### src/hw/rtl/dsf_pkg.sv
// dsf_pkg: shared constants, types and the digit-to-segment map for the
// decimal seven-segment frame generator; no dependencies
`default_nettype none

package dsf_pkg;

   // controller commands
   localparam logic [7:0] CMD_DATA_MODE = 8'h40;
   localparam logic [7:0] CMD_ADDRESS   = 8'hC0;
   localparam logic [7:0] CMD_DISPLAY   = 8'h80;

   localparam int         CTRL_W        = 4;
   localparam logic [3:0] CONTROL_RESET = 4'(4'h7 | 4'h8);

   localparam int          VALUE_W   = 16;
   localparam int          SAT_W     = 14;
   localparam logic [13:0] MAX_SHOWN = 14'd9999;

   localparam int NUM_DIGITS = 4;
   localparam int POS_W      = 3;

   // byte positions within one run
   localparam logic [2:0] POS_DATA_MODE = 3'd0;
   localparam logic [2:0] POS_ADDRESS   = 3'd1;
   localparam logic [2:0] POS_THOUSANDS = 3'd2;
   localparam logic [2:0] POS_HUNDREDS  = 3'd3;
   localparam logic [2:0] POS_TENS      = 3'd4;
   localparam logic [2:0] POS_UNITS     = 3'd5;
   localparam logic [2:0] POS_DISPLAY   = 3'd6;

   // segment bytes for one value, thousands at index 0
   typedef struct packed {
      logic [NUM_DIGITS-1:0][7:0] seg;
      logic                       overflowed;
   } frame_type;

   // bit 0 = segment a .. bit 6 = segment g
   function automatic logic [7:0] seg_of(input logic [3:0] digit);
      logic [7:0] pat;
      unique case (digit)
         4'd0:    pat = 8'b0011_1111;
         4'd1:    pat = 8'b0000_0110;
         4'd2:    pat = 8'b0101_1011;
         4'd3:    pat = 8'b0100_1111;
         4'd4:    pat = 8'b0110_0110;
         4'd5:    pat = 8'b0110_1101;
         4'd6:    pat = 8'b0111_1101;
         4'd7:    pat = 8'b0000_0111;
         4'd8:    pat = 8'b0111_1111;
         4'd9:    pat = 8'b0110_1111;
         default: pat = 8'h00;
      endcase
      return pat;
   endfunction

endpackage

`default_nettype wire

### src/hw/rtl/dsf_conv.sv
// dsf_conv: clamps a 16-bit value to 9999, splits it into decimal digits and
// maps them to segment bytes; uses dsf_pkg
`default_nettype none

module dsf_conv (
   input  wire logic [dsf_pkg::VALUE_W-1:0] value,
   output dsf_pkg::frame_type               frame
);

   logic [dsf_pkg::SAT_W-1:0] sat;
   logic                      ovf;
   logic [3:0]                d_thou, d_hund, d_tens, d_unit;
   logic [13:0]               sub_thou;
   logic [9:0]                rem_thou, sub_hund;
   logic [6:0]                rem_hund, sub_tens;

   always_comb begin
      ovf = (value > dsf_pkg::VALUE_W'(dsf_pkg::MAX_SHOWN));
      sat = ovf ? dsf_pkg::MAX_SHOWN : value[dsf_pkg::SAT_W-1:0];

      // each digit picks the largest multiple that fits, compares in parallel
      d_thou   = 4'd0;
      sub_thou = 14'd0;
      for (int k = 1; k < 10; k++) begin
         if (sat >= 14'(k * 1000)) begin
            d_thou   = 4'(k);
            sub_thou = 14'(k * 1000);
         end
      end
      rem_thou = 10'(sat - sub_thou);

      d_hund   = 4'd0;
      sub_hund = 10'd0;
      for (int k = 1; k < 10; k++) begin
         if (rem_thou >= 10'(k * 100)) begin
            d_hund   = 4'(k);
            sub_hund = 10'(k * 100);
         end
      end
      rem_hund = 7'(rem_thou - sub_hund);

      d_tens   = 4'd0;
      sub_tens = 7'd0;
      for (int k = 1; k < 10; k++) begin
         if (rem_hund >= 7'(k * 10)) begin
            d_tens   = 4'(k);
            sub_tens = 7'(k * 10);
         end
      end
      d_unit = 4'(rem_hund - sub_tens);

      frame.seg[0]      = dsf_pkg::seg_of(d_thou);
      frame.seg[1]      = dsf_pkg::seg_of(d_hund);
      frame.seg[2]      = dsf_pkg::seg_of(d_tens);
      frame.seg[3]      = dsf_pkg::seg_of(d_unit);
      frame.overflowed  = ovf;
   end

endmodule

`default_nettype wire

### src/hw/rtl/dsf_emit.sv
// dsf_emit: holds one converted frame and sends its seven bytes, one per
// cycle, with transfer flags; uses dsf_pkg
`default_nettype none

module dsf_emit (
   input  wire logic                         clock,
   input  wire logic                         reset,
   input  wire logic                         load,
   input  wire dsf_pkg::frame_type           frame,
   input  wire logic [dsf_pkg::CTRL_W-1:0]   display_control,
   output logic                              ready,
   output logic                              rsp_valid,
   output logic [7:0]                        rsp_frame_byte,
   output logic                              rsp_begins_transfer,
   output logic                              rsp_ends_transfer,
   output logic                              rsp_overflowed,
   output logic                              rsp_last
);

   logic                      active_ff, active_in;
   logic [dsf_pkg::POS_W-1:0] count_ff, count_in;
   dsf_pkg::frame_type        frame_ff, frame_in;

   // free when idle or on the final byte of the current run
   assign ready = !active_ff || (count_ff == dsf_pkg::POS_DISPLAY);

   always_comb begin
      active_in = active_ff;
      count_in  = count_ff;
      frame_in  = frame_ff;
      if (load) begin
         active_in = 1'b1;
         count_in  = dsf_pkg::POS_DATA_MODE;
         frame_in  = frame;
      end else if (active_ff) begin
         if (count_ff == dsf_pkg::POS_DISPLAY) begin
            active_in = 1'b0;
         end else begin
            count_in = count_ff + 3'd1;
         end
      end
   end

   always_ff @(posedge clock) begin
      if (reset) begin
         active_ff <= 1'b0;
         count_ff  <= dsf_pkg::POS_DATA_MODE;
      end else begin
         active_ff <= active_in;
         count_ff  <= count_in;
      end
   end

   always_ff @(posedge clock) begin
      frame_ff <= frame_in;
   end

   always_comb begin
      rsp_valid           = active_ff;
      rsp_overflowed      = frame_ff.overflowed;
      rsp_last            = 1'b0;
      rsp_begins_transfer = 1'b0;
      rsp_ends_transfer   = 1'b0;
      unique case (count_ff)
         dsf_pkg::POS_DATA_MODE: begin
            rsp_frame_byte      = dsf_pkg::CMD_DATA_MODE;
            rsp_begins_transfer = 1'b1;
            rsp_ends_transfer   = 1'b1;
         end
         dsf_pkg::POS_ADDRESS: begin
            rsp_frame_byte      = dsf_pkg::CMD_ADDRESS;
            rsp_begins_transfer = 1'b1;
         end
         dsf_pkg::POS_THOUSANDS: rsp_frame_byte = frame_ff.seg[0];
         dsf_pkg::POS_HUNDREDS:  rsp_frame_byte = frame_ff.seg[1];
         dsf_pkg::POS_TENS:      rsp_frame_byte = frame_ff.seg[2];
         dsf_pkg::POS_UNITS: begin
            rsp_frame_byte    = frame_ff.seg[3];
            rsp_ends_transfer = 1'b1;
         end
         dsf_pkg::POS_DISPLAY: begin
            rsp_frame_byte      = 8'(dsf_pkg::CMD_DISPLAY + {4'b0, display_control});
            rsp_begins_transfer = 1'b1;
            rsp_ends_transfer   = 1'b1;
            rsp_last            = 1'b1;
         end
         default: rsp_frame_byte = 8'h00;
      endcase
   end

   // a run never walks past its last byte
   a_count_range: assert property (@(posedge clock) disable iff (reset)
      active_ff |-> (count_ff <= dsf_pkg::POS_DISPLAY))
      else $error("byte position out of range");

   // loading a frame always restarts at the data-mode command
   a_load_starts: assert property (@(posedge clock) disable iff (reset)
      load |=> (active_ff && count_ff == dsf_pkg::POS_DATA_MODE))
      else $error("run did not start at first byte");

   // a frame is only taken when the previous run is finishing or absent
   a_no_cut: assert property (@(posedge clock) disable iff (reset)
      load |-> ready)
      else $error("frame loaded over a run in progress");

   // without a new frame, the final byte ends the burst of strobes
   a_run_ends: assert property (@(posedge clock) disable iff (reset)
      (rsp_valid && rsp_last && !load) |=> !rsp_valid)
      else $error("strobe continued after last byte");

endmodule

`default_nettype wire

### src/hw/rtl/decimal_seven_segment_frames_top.sv
// decimal_seven_segment_frames_top: request register, display control
// register and the conversion and byte sender; uses dsf_pkg, dsf_conv, dsf_emit
`default_nettype none

// Shows a 16-bit value on a four-digit seven-segment display controller.
// request: pulse start with req_value while busy is low; the request is
//   taken at that clock edge. busy goes high while one request waits in the
//   input register behind a run that is still being sent.
// response: each request gives a run of seven bytes on rsp_frame_byte, one
//   per cycle, each marked by a one-cycle rsp_valid strobe:
//   data-mode command, address command, four segment bytes (thousands first),
//   display-control command. rsp_begins_transfer / rsp_ends_transfer mark bus
//   start and stop conditions, rsp_last flags the seventh byte, and
//   rsp_overflowed is set on the whole run when the value was above 9999
//   (the digits then show 9999).
// order: an accepted request goes through the request register, then the
//   sender's registers, when idle; the bytes of one run follow back to back.
// back to back: runs share the single byte lane of the output; a waiting
//   request starts its run the cycle after the previous last byte.
// csr: csr_write_enable writes csr_write_data into display control (bit 3
//   enable, bits 2..0 brightness); write it only while idle. it is read when
//   the last byte of a run goes out.
// reset: synchronous, drops any pending request and run, display control
//   returns to enabled at full brightness. the receiver cannot stall; every
//   strobe must be taken in its cycle.

module decimal_seven_segment_frames_top (
   input  wire logic                         clock,
   input  wire logic                         reset,
   input  wire logic                         start,
   output logic                              busy,
   input  wire logic [dsf_pkg::VALUE_W-1:0]  req_value,
   output logic                              rsp_valid,
   output logic [7:0]                        rsp_frame_byte,
   output logic                              rsp_begins_transfer,
   output logic                              rsp_ends_transfer,
   output logic                              rsp_overflowed,
   output logic                              rsp_last,
   input  wire logic                         csr_write_enable,
   input  wire logic [dsf_pkg::CTRL_W-1:0]   csr_write_data
);

   // request register
   logic                         req_valid_ff, req_valid_in;
   logic [dsf_pkg::VALUE_W-1:0]  req_value_ff, req_value_in;
   // display control register
   logic [dsf_pkg::CTRL_W-1:0]   ctrl_ff, ctrl_in;

   logic               accept;
   logic               emit_ready;
   logic               load;
   dsf_pkg::frame_type conv_frame;

   // the request register moves into the sender whenever it is free
   assign load   = req_valid_ff && emit_ready;
   assign busy   = req_valid_ff && !emit_ready;
   assign accept = start && !busy;

   always_comb begin
      req_valid_in = req_valid_ff;
      req_value_in = req_value_ff;
      if (accept) begin
         req_valid_in = 1'b1;
         req_value_in = req_value;
      end else if (load) begin
         req_valid_in = 1'b0;
      end
      ctrl_in = csr_write_enable ? csr_write_data : ctrl_ff;
   end

   always_ff @(posedge clock) begin
      if (reset) begin
         req_valid_ff <= 1'b0;
         ctrl_ff      <= dsf_pkg::CONTROL_RESET;
      end else begin
         req_valid_ff <= req_valid_in;
         ctrl_ff      <= ctrl_in;
      end
   end

   always_ff @(posedge clock) begin
      req_value_ff <= req_value_in;
   end

   // clamp, decimal split and segment map between request and frame registers
   dsf_conv u_conv (
      .value (req_value_ff),
      .frame (conv_frame)
   );

   dsf_emit u_emit (
      .clock               (clock),
      .reset               (reset),
      .load                (load),
      .frame               (conv_frame),
      .display_control     (ctrl_ff),
      .ready               (emit_ready),
      .rsp_valid           (rsp_valid),
      .rsp_frame_byte      (rsp_frame_byte),
      .rsp_begins_transfer (rsp_begins_transfer),
      .rsp_ends_transfer   (rsp_ends_transfer),
      .rsp_overflowed      (rsp_overflowed),
      .rsp_last            (rsp_last)
   );

   // an accepted request is held until the sender takes it
   a_hold_pending: assert property (@(posedge clock) disable iff (reset)
      (req_valid_ff && !emit_ready) |=> (req_valid_ff && $stable(req_value_ff)))
      else $error("pending request lost or changed");

   // a taken request starts a run on the next cycle
   a_load_strobe: assert property (@(posedge clock) disable iff (reset)
      load |=> (rsp_valid && rsp_frame_byte == dsf_pkg::CMD_DATA_MODE))
      else $error("run did not follow request");

   // overflow flag never changes inside a run
   a_ovf_steady: assert property (@(posedge clock) disable iff (reset)
      (rsp_valid && !rsp_last) |=> (rsp_valid && $stable(rsp_overflowed)))
      else $error("overflow flag changed within run");

endmodule

`default_nettype wire

### config.mk
export PLATFORM = sky130hd
export DESIGN_NAME = decimal_seven_segment_frames_top
export DESIGN_NICKNAME = d
export VERILOG_FILES = /design/src/hw/rtl/dsf_pkg.sv /design/src/hw/rtl/dsf_conv.sv /design/src/hw/rtl/dsf_emit.sv /design/src/hw/rtl/decimal_seven_segment_frames_top.sv
export SDC_FILE = /design/constraint.sdc
export NUM_CORES = 1
export LEC_CHECK = 0
export BUFFER_PORTS_ARGS = -buffer_cell sky130_fd_sc_hd__buf_2
export CAP_MARGIN = 20
export CORE_MARGIN = 2
export CORE_UTILIZATION = 55
export DETAILED_ROUTE_END_ITERATION = 8
export PLACE_DENSITY = 0.76
export REMOVE_ABC_BUFFERS = 1
export SYNTH_ARGS = -nofsm -noshare
export SYNTH_HDL_FRONTEND = slang
export SYNTH_HIERARCHICAL = 1
export SYNTH_SLANG_ARGS = --single-unit
### constraint.sdc
create_clock -name clock -period 7.75 [get_ports clock]
set_input_delay 0.775 -clock clock [delete_from_list [all_inputs] [get_ports clock]]
set_output_delay 0.775 -clock clock [all_outputs]
set_load 0.02 [all_outputs]
Word level (Yosys, flattened, before mapping)
Memories as Yosys holds them, arrays and structs flattened. A register that Yosys moved wholly into a read port is not among the register bits.
Index checks and enable logic that the tools add are counted.
{ "word_totals": {"ff_bits": 58, "mem_bits_ro": 448, "inputBits": 24, "output_inout_bits": 14, "word_cells": 131, "mem_count": 4} }
{ "memory_table": {"columns": ["name", "words", "word_bits", "rd", "rd_ports_with_merged_regs", "write_ports", "line_no", "source"], "rows": [
  ["(name not given)", 16, 7, 1, 1, 0, "dsf_pkg.sv:40", "unique case (digit)"],
  ["(name not given)", 16, 7, 1, 1, 0, "dsf_pkg.sv:40", null],
  ["(name not given)", 16, 7, 1, 1, 0, "dsf_pkg.sv:40", null],
  ["(name not given)", 16, 7, 1, 1, 0, "dsf_pkg.sv:40", null]
]} }
{ "op_classes": {"add_sub_neg": 5, "magnitude_cmp": 28, "eq_ne": 6, "mux": 64, "bitwise_logic": 1, "reduce_logical": 13} }
{ "op_table": {"columns": ["operator", "count"], "rows": [
  ["$mux 10", 9],
  ["$mux 7", 9],
  ["$mux 4", 15],
  ["$ge 14x13->1 const B", 4],
  ["$pmux 8 s7", 1],
  ["$ge 10x10->1 const B", 4],
  ["$mux 3", 12],
  ["$ge 10x9->1 const B", 3],
  ["$ge 14x12->1 const B", 2],
  ["$ge 7x6->1 const B", 3],
  ["$ge 7x7->1 const B", 3],
  ["$gt 16x14->1 const B", 1],
  ["$ge 14x10->1 const B", 1],
  ["$ge 14x11->1 const B", 1],
  ["$ge 14x14->1 const B", 1],
  ["$ge 7x5->1 const B", 2],
  ["$mux 14", 1],
  ["$mux 2", 6],
  ["$mux 1", 11],
  ["$ge 10x7->1 const B", 1],
  ["$ge 10x8->1 const B", 1],
  ["$sub 10x10->10", 1],
  ["$eq 3x3->1 const B", 3],
  ["$add 8x4->8 const A", 1],
  ["other kinds (15)", 21]
]} }

Longest topological paths before layout
Gate-level depths: netlist of run 1.
{ "depth": {"depth_word": 35, "mapped_depth": 44, "depth_no_buf": 41} }

Cells and area by module
The synthesis of run 1 kept the hierarchy.
{ "modules_own_cells": {"columns": ["mod", "instances", "cells_per_inst", "area_each_um2", "seq_area_each_um2"], "rows": [
  ["dsf_conv", 1, 339, 2318.5, 0.0],
  ["dsf_emit", 1, 98, 1477.7, 1071.0],
  ["decimal_seven_segment_frames_top", 1, 33, 669.4, 580.6]
]} }

Worst setup path before layout of run 1
Ideal clock, no wire load.
{ "synth_timing": {"path_kind": "register to register", "from": "reg req_value_ff[6] (netlist name)", "to": "reg, netlist name u_emit/frame_ff[30]", "setup_time_ns": 0.272, "arrival_ns": 8.024, "required_ns": 7.478, "path_slack_ns": -0.545, "stages_incl_launch_ff": 42, "n_path_buf": 3, "period_less_slack_ns": 8.295, "path_cell_list": "edfxtp_1 > buf_6 > nor4_4 > nor2_2 > nor2_4 > inv_4 > nor2_1 > nand2_1 > nor2_1 > nor2_1 > and2_0 > o21ai_0 > inv_1 > fa_1 > nand2b_1 > a21oi_1 > o22ai_1 > xnor2_1 > [... 6 more ...] > inv_1 > fa_1 > a21o_1 > a21oi_1 > xnor2_1 > xnor2_1 > buf_6 > o21ai_0 > a22o_1 > a221oi_1 > ha_1 > inv_1 > fa_1 > xor2_1 > nand2_1 > mux2i_1 > or4_4 > o211ai_2"} }
{ "synth_between": {"elab_chain_cells": 35, "elab_cells_between_ends": 59, "cone_classes": "add/sub (3); order compare (28); mux (28)"} }
{ "synth_rtl": {"columns": ["item", "line_no", "source"], "rows": [
  ["from (decl)", "decimal_seven_segment_frames_top.sv:45", "logic [dsf_pkg::VALUE_W-1:0] req_value_ff, req_value_in;"],
  ["from (signal assigned)", "decimal_seven_segment_frames_top.sv:82", "req_value_ff <= req_value_in;"],
  ["$gt 16x14->1 (*)", "dsf_conv.sv:18", "ovf = (value > dsf_pkg::VALUE_W'(dsf_pkg::MAX_SHOWN));"],
  ["named net u_conv.ovf", "dsf_conv.sv:11", "logic ovf;"],
  ["$mux 14 (*)", "dsf_conv.sv:19", "sat = ovf ? dsf_pkg::MAX_SHOWN : value[dsf_pkg::SAT_W-1:0];"],
  ["$ge 14x10->1", "dsf_conv.sv:25", "if (sat >= 14'(k * 1000)) begin"],
  ["$mux 10 (9 in a row)", "dsf_conv.sv:25", null],
  ["$sub 10x10->10 (*)", "dsf_conv.sv:30", "rem_thou = 10'(sat - sub_thou);"],
  ["$ge 10x7->1", "dsf_conv.sv:35", "if (rem_thou >= 10'(k * 100)) begin"],
  ["$mux 7 (9 in a row)", "dsf_conv.sv:35", null],
  ["$sub 7x7->7 (*)", "dsf_conv.sv:40", "rem_hund = 7'(rem_thou - sub_hund);"],
  ["$ge 7x4->1", "dsf_conv.sv:45", "if (rem_hund >= 7'(k * 10)) begin"],
  ["$mux 4 (9 in a row)", "dsf_conv.sv:45", null],
  ["$sub 4x4->4 (*)", "dsf_conv.sv:50", "d_unit = 4'(rem_hund - sub_tens);"]
]} }
Mark *: on every way through the listed nets, which the timed path passes. The rest lies on a longest branch.
A chain may end at the register's enable or synchronous reset.

Final worst setup path of run 1
{ "layout_timing": {"from": "reg req_value_ff[10] (netlist name)", "to": "reg, netlist name u_emit/frame_ff[30]"} }
{ "layout_between": {"elab_chain_cells": 35, "elab_cells_between_ends": 59, "cone_classes": "add/sub (3); order compare (28); mux (28)"} }
{ "layout_rtl": {"columns": ["item", "line_no"], "rows": [
  ["$gt 16x14->1", "dsf_conv.sv:18"],
  ["$mux 14 (*)", "dsf_conv.sv:19"],
  ["$ge 14x10->1", "dsf_conv.sv:25"],
  ["$mux 10 (9 in a row)", "dsf_conv.sv:25"],
  ["$sub 10x10->10 (*)", "dsf_conv.sv:30"],
  ["$ge 10x7->1", "dsf_conv.sv:35"],
  ["$mux 7 (9 in a row)", "dsf_conv.sv:35"],
  ["$sub 7x7->7 (*)", "dsf_conv.sv:40"],
  ["$ge 7x4->1", "dsf_conv.sv:45"],
  ["$mux 4 (9 in a row)", "dsf_conv.sv:45"],
  ["$sub 4x4->4 (*)", "dsf_conv.sv:50"]
]} }
Every way passes the cells marked *; elsewhere a longest branch is shown, timed or not.

==> results.ini, run 1 <==
[status]
status = finished, violations left
violations = negative setup slack

[synth]
yosysTopAreaCell = edfxtp_1
synth_mux_area_frac = 0.0277
synth_top_area_frac = 0.330
avgSynthCellArea_sq_um = 9.50
ys_ff_latch = 58
yosys.area_share.simple = 0.180
synth_compound_area_frac = 0.217
syn-cell-area_sq_um = 4470
synth_edf_count = 49
ys.flop_type = edfxtp_1
synth_top_family_by_area = compound AO/OA/AOI/OAI gates
netlist-cell-type-count = 77
synth_fa_ha_area_frac = 0.126
synth.yosys.seq_area_share = 0.370
synthCells = 470
yosysWarnings = 6
synth_xor_area_frac = 0.0233
synthArstFlopShare = 0
yosys-top-cells-area = edfxtp_1, ha_1, dfxtp_1, nand2_1, o21ai_0

[setup_path]
cp.arrival_ps = 8300
timing.rr.end = u_emit/frame_ff[30]
reg2reg_depth = 39
cpPeakStageDelay_ps = 590
cp-start-kind = flip-flop
critPathLaunch = req_value_ff[10]
criticalPathCategory = flip-flop to flip-flop
critPathCapture = u_emit/frame_ff[30]
cp.required_ps = 7930
timing.rr.start = req_value_ff[10]
worst_path_max_delay_cell = or4_4
cp-end-kind = flip-flop
r2r_slack_ps = -370
critPathMaxFanout = 5

[cts]
path_clk_slew_ps = 70
cts_tree = built
h-tree-depth = 3
clk_latency_ps = 340
cts_sinks = 58
cts-root-buf = clkbuf_8
clk_path_buf_depth = 2
cts_inserted_buffers = 9

[place]
port_buffers = 37
place.gp.congestion = 0.958
dp_cells = 661
place_hpwl_mm = 8.07

[drt]
routed_wl_mm = 14.0
vias = 4509
ant_nets = 0
drt_iter0_markers = 423
drc = 0
wire_per_inst_um = 19.2
viasPerCell = 6.19
firstDrtPassIters = 5

[sta]
post-route-period-util = 1.05
slew_viol_final = 0
grt_setup_unrepaired = yes
clock.fmax_ghz = 0.123
period_needed_ps = 8120
setup_viol_count_final = 7
skew_ps = 11.4
relSlewSlack = 0.647
worstMarginPinSlew_ps = 529
post-route-worst-setup-slack_ps = -368
hold_violations = 0
setup_tns_ps = -2290

[layout]
fillers = 473
instances_no_fill = 729
final_layout_size_suffix_gt1_frac = 0.416
final_nets = 689
area_delta_synth_final_pct = 37.9
diodes = 0

[global_route]
antenna_found_initial = 0
grt_pass1_vias = 4167
grt_usage = 0.296
gr-total-overflow = 0
grt_max_degree = 38
grt_pass1_wl_mm = 20.3

[pwr]
p_leak_nw = 2.64
p_total_mw = 2.08
cellPowerDensity_nw_per_um2 = 337
peakVddDrop_mv = 0.232

[floorplanning]
io_pins = 38
die_x_um = 94.1
dieArea_sq_um = 8860
rows = 32
core-area_sq_um = 7810
initial_core_util = 0.572
fp.dieH_um = 94.1

[hold_path]
hp-class = flip-flop to flip-flop

[run]
maxCapViolCount = 0

## through the flow
| stage | hold WS, ps | utilization | worst slack (ps) | cell area (sq um) |
|---|---|---|---|---|
| 2_1_floorplan | 524 | - | -770 | 4330 |
| 3_3_place_gp | 541 | 0.664 | -16.4 | 5190 |
| 3_5_place_dp | 556 | 0.664 | -449 | 5190 |
| 4_1_cts | 571 | 0.741 | 30.7 | 5790 |
| 5_1_grt | 589 | 0.788 | -645 | 6160 |
| 6_report | 571 | 0.788 | -368 | 6160 |
## cells in the mapped netlist, types with 4 or more instances
| master | instances |
|---|---|
| nor3_1 | 11 |
| nor2_1 | 38 |
| o22ai_1 | 5 |
| dfxtp_1 | 9 |
| buf_4 | 10 |
| nor2b_1 | 12 |
| nand2b_1 | 10 |
| a22o_1 | 5 |
| a222oi_1 | 4 |
| nand3_1 | 8 |
| a21oi_1 | 18 |
| nand2_1 | 48 |
| edfxtp_1 | 49 |
| and2_1 | 7 |
| xnor2_1 | 6 |
| a221oi_1 | 4 |
| a211o_1 | 6 |
| or2_2 | 6 |
| o211ai_1 | 4 |
| xor2_1 | 4 |
| mux2_2 | 6 |
| ha_1 | 40 |
| a22oi_1 | 12 |
| inv_1 | 23 |
| o21a_1 | 5 |
| clkbuf_1 | 10 |
| a31oi_1 | 5 |
| o21ai_0 | 31 |
## how the worst min path moves through the flow
stage                    endpoint               start  cells after the start  slack, ps
2_1_floorplan  u_emit/count_ff[1]  u_emit/count_ff[1]                      2        520
3_3_place_gp           ctrl_ff[2]          ctrl_ff[2]                      2        540
3_5_place_dp   u_emit/count_ff[1]  u_emit/count_ff[1]                      2        560
4_1_cts        u_emit/count_ff[1]  u_emit/count_ff[1]                      2        570
5_1_grt          req_value_ff[12]       req_value[12]                      1        590
6_report       u_emit/count_ff[1]  u_emit/count_ff[1]                      2        570
## routing by layer
metal  vias to the layer above  wire length [um]  part of all wire  GRT usage
met3                        66              1020             0.073     0.0586
met2                       259              6810              0.49      0.499
met4                         0               606             0.043      0.134
met1                      2154              5560              0.40      0.366
met5                         -                 0                 0          0
li1                       2030                 -                 -          -
## power breakdown
group          leakage (nW)  internal, mW  switching [mW]
clock                0.0958         0.146           0.126
combinational          2.01         0.625           0.718
sequential            0.535         0.439          0.0225
total                  2.64          1.21           0.866
## layout by cell type (no fill, tap or decap), drive strengths merged, types with 5 or more instances in the layout
master  count
buf       162
edfxtp     49
nand2      48
nor2       40
ha         40
o21ai      34
inv        26
a21oi      18
nor2b      12
a22oi      12
nor3       11
and2       11
clkbuf     10
nand2b     10
dfxtp       9
nand3       8
mux2        8
or2         7
xnor2       7
a211o       6
o211ai      6
o21a        5
a22o        5
a31oi       5
o22ai       5
## layout make-up
| cell class | instances | area, sq um | area share |
|---|---|---|---|
| multi-input combinational | 365 | 2920 | 0.474 |
| sequential | 58 | 1650 | 0.268 |
| timing repair buffer | 162 | 1170 | 0.190 |
| clock buffer | 10 | 128 | 0.0207 |
| tap | 102 | 128 | 0.0207 |
| inverter | 26 | 100 | 0.0163 |
| clock inverter | 6 | 57.6 | 0.00935 |
## what timing repair did
item                                    CTS  global route
gates cloned                              0             0
buffers inserted                         42            13
resized for setup                        22            59
pin swaps                                16            36
endpoints found under the setup margin    7            11
hold buffers                              0             0
endpoints found under the hold margin     0             0
## critical path: cells and delay by family (launching register included)
| kind | cells | cell delay [ps] |
|---|---|---|
| AOI/OAI and AO/OA | 16 | 2690 |
| xor gates and xnor gates | 3 | 540 |
| adders and majority gates | 6 | 1690 |
| buffers and inverters | 4 | 320 |
| DFF | 1 | 430 |
| muxes | 1 | 300 |
| and+or+nand+nor | 9 | 1960 |
## state kept, by name (all words and copies together), names as in the netlist
| register | count |
|---|---|
| req_valid_ff | 1 |
| u_emit/rsp_valid | 1 |
| ctrl_ff | 4 |
| u_emit/rsp_overflowed | 1 |
| req_value_ff | 16 |
| u_emit/frame_ff | 32 |
| u_emit/count_ff | 3 |
## cells by family (layout without fill, tap and decap cells)
group,Yosys count,in the layout
buf+inv,50,204
simple gates,161,161
compound gates,135,135
fa+ha+maj,43,43
mux,11,11
flops,58,58
other cells,1,4
xor+xnor,11,11
No activity file was read; power rests on OpenSTA's default activity.
==> run 2, diff against run 1 <==
- CORE_ASPECT_RATIO: not set -> 1.2
==> run 2 against run 1 <==
Net effect: final cell count down 5.3%; critical endpoint unchanged; worst hold slack worse by 1.8 ps; final area down 5.5%; die area about the same; the run still ends with negative setup slack left; highest routed layer unchanged; utilization is 6.3 points lower; worst setup slack improved by 170 ps.
==> results.ini, run 2 (same netlist as run 1, synthesis figures left out) <==
[status]
status = finished, violations left
violations = negative setup slack

[drt]
vias = 4149
viasPerCell = 6.01
drc = 0
drt_iter0_markers = 295
wire_per_inst_um = 17.2
firstDrtPassIters = 5
routed_wl_mm = 11.8
ant_nets = 0

[setup_path]
cp.arrival_ps = 8130
r2r_slack_ps = -190
cp.required_ps = 7930
cpPeakStageDelay_ps = 590
worst_path_max_delay_cell = or4_4
criticalPathCategory = flip-flop to flip-flop
cp-start-kind = flip-flop
path_buf_inv = 6
cp_top_family = compound AO/OA/AOI/OAI gates
cp-end-kind = flip-flop
critPathMaxFanout = 5

[cts]
cts_sinks = 58
cts_tree = built
clk_path_buf_depth = 2
cts_inserted_buffers = 9
h-tree-depth = 3
path_clk_slew_ps = 70
clk_latency_ps = 330
cts-root-buf = clkbuf_8
holdBufCountCts = 0

[layout]
fillers = 543
design_area_sq_um = 5820
final_nets = 657
largestRegisters = u_emit/frame_ff: 32 flops, req_value_ff: 16 flops, ctrl_ff: 4 flops
final_common_cell = buf_4
final_layout_size_suffix_gt1_frac = 0.370
area_delta_synth_final_pct = 30.3
utilization = 0.726
instances_no_fill = 690
diodes = 0
final_cell_mix = buf_4, edfxtp_1, nand2_1
largest_register_ffs = 32
largest_register = u_emit/frame_ff

[floorplanning]
fp.dieH_um = 103
core-area_sq_um = 8020
initial_core_util = 0.557
die_x_um = 86.3
rows = 36
dieArea_sq_um = 8860
io_pins = 38

[sta]
grt_setup_unrepaired = yes
slew_viol_final = 0
relSlewSlack = 0.562
skew_ps = 7.87
setup_tns_ps = -922
worstMarginPinSlew_ps = 640
hold_violations = 0
setup_viol_count_final = 6
holdWs_ps = 569
clock.fmax_ghz = 0.126
period_needed_ps = 7940
post-route-period-util = 1.02
post-route-worst-setup-slack_ps = -194

[place]
placed_area_sq_um = 5220
dp_cells = 659
place_hpwl_mm = 8.15
port_buffers = 37
place.gp.congestion = 0.963

[global_route]
antenna_found_initial = 0
gr-total-overflow = 0
grt_max_degree = 38
grt_usage = 0.247
grt_pass1_vias = 3891
grt_pass1_wl_mm = 17.3

[pwr]
cellPowerDensity_nw_per_um2 = 338
peakVddDrop_mv = 0.247
p_leak_nw = 2.46

[hold_path]
hp-class = flip-flop to flip-flop

[run]
maxCapViolCount = 0

==> run 2: stage by stage <==
step	total power, mW	setup slack (ps)
floorplan	1.15	-770
global placement	1.45	-67.7
detailed placement	1.50	-249
CTS	1.83	12.4
global route	2.11	-518
finish	1.96	-194
==> run 2: final timing paths <==
path | cells after the start | end | startpoint
worst max-delay path | 42 | u_emit/frame_ff[30] | req_value_ff[10]
worst min-delay path | 2 | ctrl_ff[2] | ctrl_ff[2]
worst max register to register | 42 | u_emit/frame_ff[30] | req_value_ff[10]
worst min register to register | 2 | ctrl_ff[2] | ctrl_ff[2]
==> run 2: tightest hold or removal path: stages (launching register included) <==
cell and delay [ps]:
dfxtp_1 320, nor2b_1 130, a211o_1 90
==> run 2: area by class of cell <==
type	instances	area (sq um)	share of cell area
clock buffers	10	128	0.0219
clock inverters	6	81.3	0.0140
inverters	26	103	0.0176
multi-input cells	365	2840	0.487
flip-flops and latches	58	1650	0.284
well taps	95	119	0.0204
repair buffers	130	902	0.155
==> run 2: per-layer routing <==
layer / vias up / GRT usage / wire (um)
li1: 1955 / - / -
met1: 1936 / 0.265 / 4490
met2: 196 / 0.467 / 6230
met3: 62 / 0.0416 / 577
met4: 0 / 0.120 / 541
met5: - / 0 / 0
==> run 2: report_power, final <==
part / leakage (nW) / total [mW] / switching, mW / internal, mW
clock: 0.104 / 0.296 / 0.117 / 0.179
sequential: 0.535 / 0.457 / 0.0188 / 0.438
combinational: 1.82 / 1.21 / 0.648 / 0.563
==> run 2: what timing repair did <==
item                                    CTS  global route
endpoints found under the setup margin    7             8
cloned                                    0             0
setup buffers                             3            12
resized for setup                        16            55
pin swaps                                 8            43
